<file path="src/hdl/lnrx_pkg.sv">
package lnrx_pkg;

  typedef enum logic [3:0] {
    K_POWEROFF  = 4'd0,
    K_POWERON   = 4'd1,
    K_SWITCHREQ = 4'd2,
    K_INPUTREP  = 4'd3,
    K_SPEED     = 4'd4,
    K_FLAGS     = 4'd5,
    K_SLOTREQ   = 4'd6,
    K_ADRREQ    = 4'd7,
    K_ACK       = 4'd8,
    K_SLOTDATA  = 4'd9,
    K_OTHERSLOT = 4'd10,
    K_IGNORED   = 4'd11
  } kind_t;

  localparam logic [7:0] OP_POWEROFF  = 8'h82;
  localparam logic [7:0] OP_POWERON   = 8'h83;
  localparam logic [7:0] OP_SWITCHREQ = 8'hb0;
  localparam logic [7:0] OP_INPUTREP  = 8'hb2;
  localparam logic [7:0] OP_SPEED     = 8'ha0;
  localparam logic [7:0] OP_FLAGS     = 8'ha1;
  localparam logic [7:0] OP_SLOTREQ   = 8'hbb;
  localparam logic [7:0] OP_ADRREQ    = 8'hbf;
  localparam logic [7:0] OP_ACK       = 8'hb4;
  localparam logic [7:0] OP_SLOTREAD  = 8'he7;

  localparam logic [7:0] SLOT_DATA_COUNT = 8'h0e;

  // opcode class in the top three bits
  localparam logic [2:0] CLS_2BYTE = 3'b100;
  localparam logic [2:0] CLS_4BYTE = 3'b101;
  localparam logic [2:0] CLS_6BYTE = 3'b110;

  // one slot map write request
  typedef struct packed {
    logic        en;
    logic [6:0]  slot;
    logic [13:0] addr;
  } map_wr_t;

endpackage

</file>
<file path="src/hdl/loconet_rx_deframer_decoder.sv">
// Receive-side packet deframer and message decoder for the model railway bus.
// One bus byte is taken per request on the in_ channel and at most one decoded
// message leaves per request on the out_ channel. Bytes below 0x80 are
// dropped while hunting for an opcode; the packet length follows the opcode
// class (2, 4 or 6 bytes) or, for the variable class, the count byte, which
// is clamped to the range 2 to MAX_PACKET. The checksum byte ends the packet
// but is not checked. The block sustains one byte per clock: in_ready only
// drops while a finished message waits in the output register and out_ready
// is low. A message appears on out_ in the cycle after its last byte is taken.
// Slot data messages write a slot-to-decoder-address map held in a single
// synchronous RAM of SLOT_COUNT entries with per-entry valid bits cleared at
// reset (no clearing pass); loco speed messages read it when their slot byte
// arrives, so the RAM read latency is hidden behind the speed byte.
module loconet_rx_deframer_decoder #(
  parameter int SLOT_COUNT = 128,
  parameter int MAX_PACKET = 128
) (
  input  logic        clk,
  input  logic        rst_n,
  input  logic        in_valid,
  output logic        in_ready,
  input  logic [7:0]  in_rx_byte,
  output logic        out_valid,
  input  logic        out_ready,
  output logic [3:0]  out_kind,
  output logic [7:0]  out_opcode_seen,
  output logic [13:0] out_address,
  output logic [6:0]  out_slot,
  output logic [6:0]  out_value,
  output logic        out_port,
  output logic [6:0]  out_status
);
  import lnrx_pkg::*;

  localparam int IW = $clog2(MAX_PACKET + 1);

  // framing state
  logic          in_pkt_r, in_pkt_nxt;
  logic [7:0]    op_r, op_nxt;
  logic [IW-1:0] idx_r, idx_nxt;
  logic [IW-1:0] len_r, len_nxt;

  // header bytes that the decoder needs (byte 1 kept whole for the count check)
  logic [7:0]    h1_r, h1_nxt;
  logic [6:0]    h2_r, h2_nxt;
  logic [6:0]    h3_r, h3_nxt;
  logic [6:0]    h4_r, h4_nxt;
  logic [6:0]    h5_r, h5_nxt;
  logic [6:0]    h9_r, h9_nxt;

  // output register
  logic          out_valid_r;
  kind_t         kind_r, kind_nxt;
  logic [7:0]    opc_r;
  logic [13:0]   addr_r, addr_nxt;
  logic [6:0]    slot_r, slot_nxt;
  logic [6:0]    val_r, val_nxt;
  logic          port_r, port_nxt;
  logic [6:0]    stat_r, stat_nxt;

  logic          in_fire;
  logic          pkt_byte;
  logic          pkt_done;
  logic [IW-1:0] idx_inc;
  logic [IW-1:0] len_eff;
  logic [IW-1:0] cnt_len;
  logic [IW-1:0] cls_len;
  logic [10:0]   lo_addr;
  logic [13:0]   map_addr;
  logic          map_rd;
  map_wr_t       map_wr;

  assign in_ready = !out_valid_r || out_ready;
  assign in_fire  = in_valid && in_ready;
  assign pkt_byte = in_fire && in_pkt_r;

  // length from the opcode class, zero for the counted class
  always_comb begin
    case (in_rx_byte[7:5])
      CLS_2BYTE: cls_len = IW'(2);
      CLS_4BYTE: cls_len = IW'(4);
      CLS_6BYTE: cls_len = IW'(6);
      default:   cls_len = '0;
    endcase
  end

  // count byte clamped to 2 .. MAX_PACKET
  always_comb begin
    if (in_rx_byte < 8'd2) begin
      cnt_len = IW'(2);
    end else if (in_rx_byte > 8'(MAX_PACKET)) begin
      cnt_len = IW'(MAX_PACKET);
    end else begin
      cnt_len = in_rx_byte[IW-1:0];
    end
  end

  assign len_eff  = (idx_r == IW'(1) && len_r == '0) ? cnt_len : len_r;
  assign idx_inc  = idx_r + IW'(1);
  assign pkt_done = pkt_byte && (idx_inc >= len_eff);

  // framing next state
  always_comb begin
    in_pkt_nxt = in_pkt_r;
    op_nxt     = op_r;
    idx_nxt    = idx_r;
    len_nxt    = len_r;
    if (in_fire) begin
      if (!in_pkt_r) begin
        if (in_rx_byte[7]) begin
          in_pkt_nxt = 1'b1;
          op_nxt     = in_rx_byte;
          idx_nxt    = IW'(1);
          len_nxt    = cls_len;
        end
      end else if (pkt_done) begin
        in_pkt_nxt = 1'b0;
        idx_nxt    = '0;
        len_nxt    = '0;
      end else begin
        idx_nxt = idx_inc;
        len_nxt = len_eff;
      end
    end
  end

  // header capture, the current byte is visible to the decoder at once
  always_comb begin
    h1_nxt = h1_r;
    h2_nxt = h2_r;
    h3_nxt = h3_r;
    h4_nxt = h4_r;
    h5_nxt = h5_r;
    h9_nxt = h9_r;
    if (pkt_byte) begin
      if (idx_r == IW'(1)) h1_nxt = in_rx_byte;
      if (idx_r == IW'(2)) h2_nxt = in_rx_byte[6:0];
      if (idx_r == IW'(3)) h3_nxt = in_rx_byte[6:0];
      if (idx_r == IW'(4)) h4_nxt = in_rx_byte[6:0];
      if (idx_r == IW'(5)) h5_nxt = in_rx_byte[6:0];
      if (idx_r == IW'(9)) h9_nxt = in_rx_byte[6:0];
    end
  end

  // slot map lookup starts on byte 1 of every packet (the slot byte of a speed message)
  assign map_rd = pkt_byte && (idx_r == IW'(1));

  assign lo_addr = {h2_nxt[3:0], h1_nxt[6:0]};

  // message decode
  always_comb begin
    kind_nxt = K_IGNORED;
    addr_nxt = '0;
    slot_nxt = '0;
    val_nxt  = '0;
    port_nxt = 1'b0;
    stat_nxt = '0;
    map_wr   = '0;
    case (op_r)
      OP_POWEROFF: kind_nxt = K_POWEROFF;
      OP_POWERON:  kind_nxt = K_POWERON;
      OP_SWITCHREQ: begin
        kind_nxt = K_SWITCHREQ;
        addr_nxt = 14'(lo_addr) + 14'd1;
        val_nxt  = {6'd0, h2_nxt[4]};
        port_nxt = h2_nxt[5];
      end
      OP_INPUTREP: begin
        kind_nxt = K_INPUTREP;
        addr_nxt = {2'b00, lo_addr, 1'b0} + 14'(h2_nxt[5]) + 14'd1;
        val_nxt  = {6'd0, h2_nxt[4]};
        port_nxt = h2_nxt[5];
      end
      OP_SPEED: begin
        kind_nxt = K_SPEED;
        slot_nxt = h1_nxt[6:0];
        val_nxt  = h2_nxt;
        addr_nxt = map_addr;
      end
      OP_FLAGS: begin
        kind_nxt = K_FLAGS;
        slot_nxt = h1_nxt[6:0];
        val_nxt  = h2_nxt;
      end
      OP_SLOTREQ: begin
        kind_nxt = K_SLOTREQ;
        slot_nxt = h1_nxt[6:0];
      end
      OP_ADRREQ: begin
        kind_nxt = K_ADRREQ;
        addr_nxt = {h1_nxt[6:0], h2_nxt};
      end
      OP_ACK: begin
        kind_nxt = K_ACK;
        stat_nxt = h1_nxt[6:0];
        val_nxt  = h2_nxt;
      end
      OP_SLOTREAD: begin
        if (h1_nxt == SLOT_DATA_COUNT) begin
          kind_nxt    = K_SLOTDATA;
          slot_nxt    = h2_nxt;
          stat_nxt    = h3_nxt;
          addr_nxt    = {h9_nxt, h4_nxt};
          val_nxt     = h5_nxt;
          map_wr.en   = pkt_done;
          map_wr.slot = h2_nxt;
          map_wr.addr = {h9_nxt, h4_nxt};
        end else begin
          kind_nxt = K_OTHERSLOT;
        end
      end
      default: kind_nxt = K_IGNORED;
    endcase
  end

  lnrx_slot_map #(
    .SLOT_COUNT(SLOT_COUNT)
  ) u_map (
    .clk     (clk),
    .rst_n   (rst_n),
    .wr      (map_wr),
    .rd_en   (map_rd),
    .rd_slot (in_rx_byte[6:0]),
    .rd_addr (map_addr)
  );

  // control registers
  always_ff @(posedge clk) begin
    if (!rst_n) begin
      in_pkt_r    <= 1'b0;
      op_r        <= '0;
      idx_r       <= '0;
      len_r       <= '0;
      out_valid_r <= 1'b0;
    end else begin
      in_pkt_r <= in_pkt_nxt;
      op_r     <= op_nxt;
      idx_r    <= idx_nxt;
      len_r    <= len_nxt;
      if (pkt_done) begin
        out_valid_r <= 1'b1;
      end else if (out_ready) begin
        out_valid_r <= 1'b0;
      end
    end
  end

  // payload registers
  always_ff @(posedge clk) begin
    h1_r <= h1_nxt;
    h2_r <= h2_nxt;
    h3_r <= h3_nxt;
    h4_r <= h4_nxt;
    h5_r <= h5_nxt;
    h9_r <= h9_nxt;
    if (pkt_done) begin
      kind_r <= kind_nxt;
      opc_r  <= op_r;
      addr_r <= addr_nxt;
      slot_r <= slot_nxt;
      val_r  <= val_nxt;
      port_r <= port_nxt;
      stat_r <= stat_nxt;
    end
  end

  assign out_valid       = out_valid_r;
  assign out_kind        = kind_r;
  assign out_opcode_seen = opc_r;
  assign out_address     = addr_r;
  assign out_slot        = slot_r;
  assign out_value       = val_r;
  assign out_port        = port_r;
  assign out_status      = stat_r;

  // an idle output side never stalls the byte stream
  a_ready_when_empty: assert property (@(posedge clk) disable iff (!rst_n)
    !out_valid_r |-> in_ready)
    else $error("input stalled with empty output register");

  // inside a packet the opcode has always been taken
  a_index_nonzero: assert property (@(posedge clk) disable iff (!rst_n)
    in_pkt_r |-> idx_r != '0)
    else $error("packet open with zero byte index");

  // a known length is never already reached while the packet is open
  a_index_below_len: assert property (@(posedge clk) disable iff (!rst_n)
    (in_pkt_r && len_r != '0) |-> idx_r < len_r)
    else $error("byte index past packet length");

  // a finished packet always yields a message in the next cycle
  a_done_gives_msg: assert property (@(posedge clk) disable iff (!rst_n)
    pkt_done |=> out_valid_r && !in_pkt_r)
    else $error("completed packet did not produce a message");

endmodule

</file>
<file path="src/hdl/lnrx_slot_map.sv">
module lnrx_slot_map #(
  parameter int SLOT_COUNT = 128
) (
  input  logic            clk,
  input  logic            rst_n,
  input  lnrx_pkg::map_wr_t wr,
  input  logic            rd_en,
  input  logic [6:0]      rd_slot,
  output logic [13:0]     rd_addr
);
  import lnrx_pkg::*;

  localparam int AW = (SLOT_COUNT > 1) ? $clog2(SLOT_COUNT) : 1;

  logic [13:0]           mem [SLOT_COUNT];
  logic [SLOT_COUNT-1:0] vld_r;
  logic [13:0]           rd_r;
  logic                  rdv_r;
  logic                  wr_hit;
  logic                  rd_hit;

  assign wr_hit = wr.en && ({1'b0, wr.slot} < 8'(SLOT_COUNT));
  assign rd_hit = {1'b0, rd_slot} < 8'(SLOT_COUNT);

  always_ff @(posedge clk) begin
    if (wr_hit) begin
      mem[wr.slot[AW-1:0]] <= wr.addr;
    end
    if (rd_en) begin
      rd_r <= mem[rd_slot[AW-1:0]];
    end
  end

  // entry never written, or a slot beyond SLOT_COUNT, reads as address zero
  always_ff @(posedge clk) begin
    if (!rst_n) begin
      vld_r <= '0;
      rdv_r <= 1'b0;
    end else begin
      if (wr_hit) begin
        vld_r[wr.slot[AW-1:0]] <= 1'b1;
      end
      if (rd_en) begin
        rdv_r <= rd_hit && vld_r[rd_slot[AW-1:0]];
      end
    end
  end

  assign rd_addr = rdv_r ? rd_r : 14'd0;

endmodule

</file>
<file path="config.mk">
export PLATFORM = sky130hd
export DESIGN_NAME = loconet_rx_deframer_decoder
export DESIGN_NICKNAME = d
export VERILOG_FILES = /design/src/hdl/lnrx_pkg.sv /design/src/hdl/loconet_rx_deframer_decoder.sv /design/src/hdl/lnrx_slot_map.sv
export SDC_FILE = /design/constraint.sdc
export NUM_CORES = 2
export LEC_CHECK = 0
export ABC_CLOCK_PERIOD_IN_PS = 20600
export CELL_PAD_IN_SITES_DETAIL_PLACEMENT = 1
export CELL_PAD_IN_SITES_GLOBAL_PLACEMENT = 1
export CORE_MARGIN = 3
export CORE_UTILIZATION = 43
export CTS_CLUSTER_DIAMETER = 60
export DETAILED_ROUTE_END_ITERATION = 6
export DONT_BUFFER_PORTS = 1
export PLACE_DENSITY_LB_ADDON = 0.1
export SLEW_MARGIN = 40
export SYNTH_ARGS = -nofsm -noshare
export SYNTH_HDL_FRONTEND = slang
export SYNTH_HIERARCHICAL = 1
export SYNTH_SLANG_ARGS = --single-unit
</file>
<file path="constraint.sdc">
create_clock -name clk -period 20.6 [get_ports clk]
set_input_delay 1.03 -clock clk [delete_from_list [all_inputs] [get_ports clk]]
set_output_delay 1.03 -clock clk [all_outputs]
set_load 0.005 [all_outputs]
</file>
==> impl_metrics.py <==
metrics = {
    "logic_synthesis": {
        "synth-main-ff-cell": "edfxtp_1",
        "synth_warnings": 6,
        "ys_seq_elements": 2052,
        "syn_inst": 3705,
        "netlist.area_leader.share_pct": 69.9,
        "synth_cell_type_count": 78,
        "synth-async-reset-ratio_pct": 0,
        "synthesis.nets": 3732,
        "avgSynthCellArea_um2": 21.5,
        "ys_seq_area_share_pct": 74.8,
        "synth_area_leaders": "edfxtp_1 (70%), mux4_2 (17%), dfxtp_1 (5.0%), o21a_1 (1.2%), nor2_1 (0.82%)",
        "yosys.area.top_type": "edfxtp_1",
        "syn_area_um2": 79700,
        "synth_edf_count": 1854,
    },
    "placement": {
        "io_buffers": 0,
        "hpwl_um": 129000,
        "post_dp_cell_area_um2": 83400,
        "place_ws_ns": 14.09,
        "gp_congestion": 0.840,
    },
    "die": {
        "core_area_um2": 184000,
        "dieArea_um2": 191000,
        "die_w_um": 437,
        "rows": 157,
        "num_io_pins": 62,
        "dieHeight_um": 437,
        "initial_core_util_pct": 43.4,
    },
    "grt": {
        "grt_pass1_vias": 39800,
        "grt_max_degree": 500,
        "antenna_found_initial": 7,
        "track_usage_pct": 22.4,
        "grt_overflow": 0,
        "grt_pass1_wl_um": 306000,
    },
    "final_layout": {
        "final_common_cell": "edfxtp_1",
        "nets": 3919,
        "area_growth_pct": 14.3,
        "layout_common_cells": "edfxtp_1 (1854), mux4_2 (613), clkbuf_16 (215)",
        "post-route-util_pct": 49.6,
        "final_cell_area_um2": 91100,
        "drive_gt1_share_pct": 29.6,
    },
    "cts": {
        "insertion_delay_ns": 0.84,
        "numClockSinks": 2052,
        "cts.clk_slew.worst_paths_ns": 0.06,
        "cts_tree": "yes",
        "cts.path.max_buffers": 3,
        "cts_root_buffer": "clkbuf_16",
        "cts_max_level": 4,
        "cts_buffers": 213,
        "cts_resized": 0,
        "holdBufCountCts": 0,
        "post_cts_buffers": 0,
    },
    "sta": {
        "fin_crit_sh_pct": 30.0,
        "clock_skew_ns": 0.0244,
        "fin_ws_ns": 14.42,
        "post-route-min-period_ns": 6.18,
        "slew_headroom_pct": 11.0,
        "drv_slew": 0,
        "max_freq_mhz": 162,
        "setup_viol_count_final": 0,
        "tightest_slew_ns": 1.33,
        "rsz0062_at_grt": "no",
        "tns_ns": 0,
        "finalHoldViolCount": 0,
    },
    "worst_setup_path": {
        "startpoint_type": "register",
        "required_ns": 21.14,
        "setup.worst_path.class": "reg2reg",
        "worstPathArrival_ns": 6.72,
        "crit_fanout": 20,
        "cp-end-kind": "register",
    },
    "route": {
        "drc_errors": 1,
        "antenna_left": 0,
        "drtIter0Drc": 4547,
        "wire_per_inst_um": 32.6,
        "firstDrtPassIters": 7,
        "viasPerCell": 5.92,
        "vias": 38800,
        "drt_wl_total_um": 214000,
    },
    "pwr": {
        "switching_share_pct": 20.0,
        "p_clk_share_pct": 46.1,
        "internal-power_mw": 6.91,
        "seqPwrFrac_pct": 52.0,
        "p_per_area_nw_per_um2": 94.9,
        "p_switching_mw": 1.73,
        "power_frac_comb_pct": 1.9,
        "vdd_drop_max_uv": 66.4,
        "p_leak_nw": 23.9,
    },
    "outcome": {
        "violations": "design-rule violations",
        "outcome": "finished with violations",
    },
    "job": {
        "drv_cap": 0,
    },
    "worst_hold_path": {
        "hold_class": "in2reg",
    },
}
## power by group through the flow
stage	clock network, mW	logic, mW	registers [mW]
after CTS	4.08	0.127	4.49
final	3.99	0.161	4.49
after floorplan	0	0.148	4.57
after global routing	4.25	0.173	4.49
after detailed placement	0	0.126	4.58
after global placement	0	0.124	4.58
## per-layer routing
layer  up-vias  GRT usage [%]  share of wire (%)
met5         -              0                  0
met4         0           4.35                1.7
met3       222           4.53                6.8
met2      1287           34.6                 47
met1     21400           33.4                 45
li1      15900              -                  -
## cells by family (layout without fill, tap and decap cells)
| group | count (synthesis) | in the layout | synth area share, % |
|---|---|---|---|
| adders and majority gates | 15 | 15 | 0.235 |
| AOI/OAI and AO/OA | 256 | 256 | 2.38 |
| DFF | 2052 | 2052 | 74.8 |
| buffers and inverters | 239 | 615 | 1.25 |
| xor gates and xnor gates | 27 | 27 | 0.297 |
| muxes | 690 | 690 | 18.5 |
| and+or+nand+nor | 426 | 426 | 2.56 |
| other | 0 | 4 | 0 |
## per-stage QoR
step,hold WS [ns],std cells,total power [mW]
final,0.330,6549,8.64
after global routing,0.283,6545,8.92
after CTS,0.275,6536,8.70
after detailed placement,0.451,6132,4.70
after global placement,0.440,6120,4.70
after floorplan,0.406,3705,4.72
## cell usage after synthesis, types with 26 or more instances
cell type / number
edfxtp_1: 1854
mux4_2: 613
dfxtp_1: 198
nor2_1: 175
o21a_1: 132
clkbuf_1: 123
nand2_1: 97
buf_2: 40
mux2i_1: 36
buf_1: 34
and2_1: 31
nand3_1: 30
inv_1: 27
mux2_2: 26
## final cells by class
cell class	count	area (um2)
timing repair buffer	180	1680
fill	16100	92600
multi-input combinational	1414	19200
inverter	31	139
clock inverter	137	1680
tap	2464	3080
antenna	4	10.0
clock buffer	267	5670
sequential	2052	59600
## final timing paths
check	start	to	slack (ns)	depth (start not counted)
max	idx_r[0]$_SDFFE_PN0P_	u_map/mem[106][13]$_DFFE_PP_	14.42	17
min	rst_n	op_r[6]$_SDFFE_PN0P_	0.33	1
max reg2reg	idx_r[0]$_SDFFE_PN0P_	u_map/mem[106][13]$_DFFE_PP_	14.42	17
min reg2reg	u_map/vld_r[111]$_SDFFE_PN0P_	u_map/vld_r[111]$_SDFFE_PN0P_	0.46	1
## registers in the layout, indices dropped and copies added, names as in the netlist, 8 cells and up
signal,flops
h1_r,8
out_opcode_seen,8
op_r,8
u_map/rd_r,14
u_map/vld_r,128
len_r,8
u_map/mem,1792
out_address,14
idx_r,8
## worst max-delay path, stage by stage (launching register included)
cell	delay, ns
dfxtp_1	0.46
ha_1	0.29
nor3b_1	0.38
nand4_4	0.41
mux2i_4	0.37
ha_1	0.23
nor4b_1	0.25
nand4b_1	0.12
mux2_2	0.30
or2_1	0.21
buf_4	0.24
nor2_1	0.62
or3b_2	0.57
inv_1	0.09
nand2_1	0.07
buf_4	0.30
nor2_1	0.63
buf_4	0.30
(Power assumes the default switching activity.)
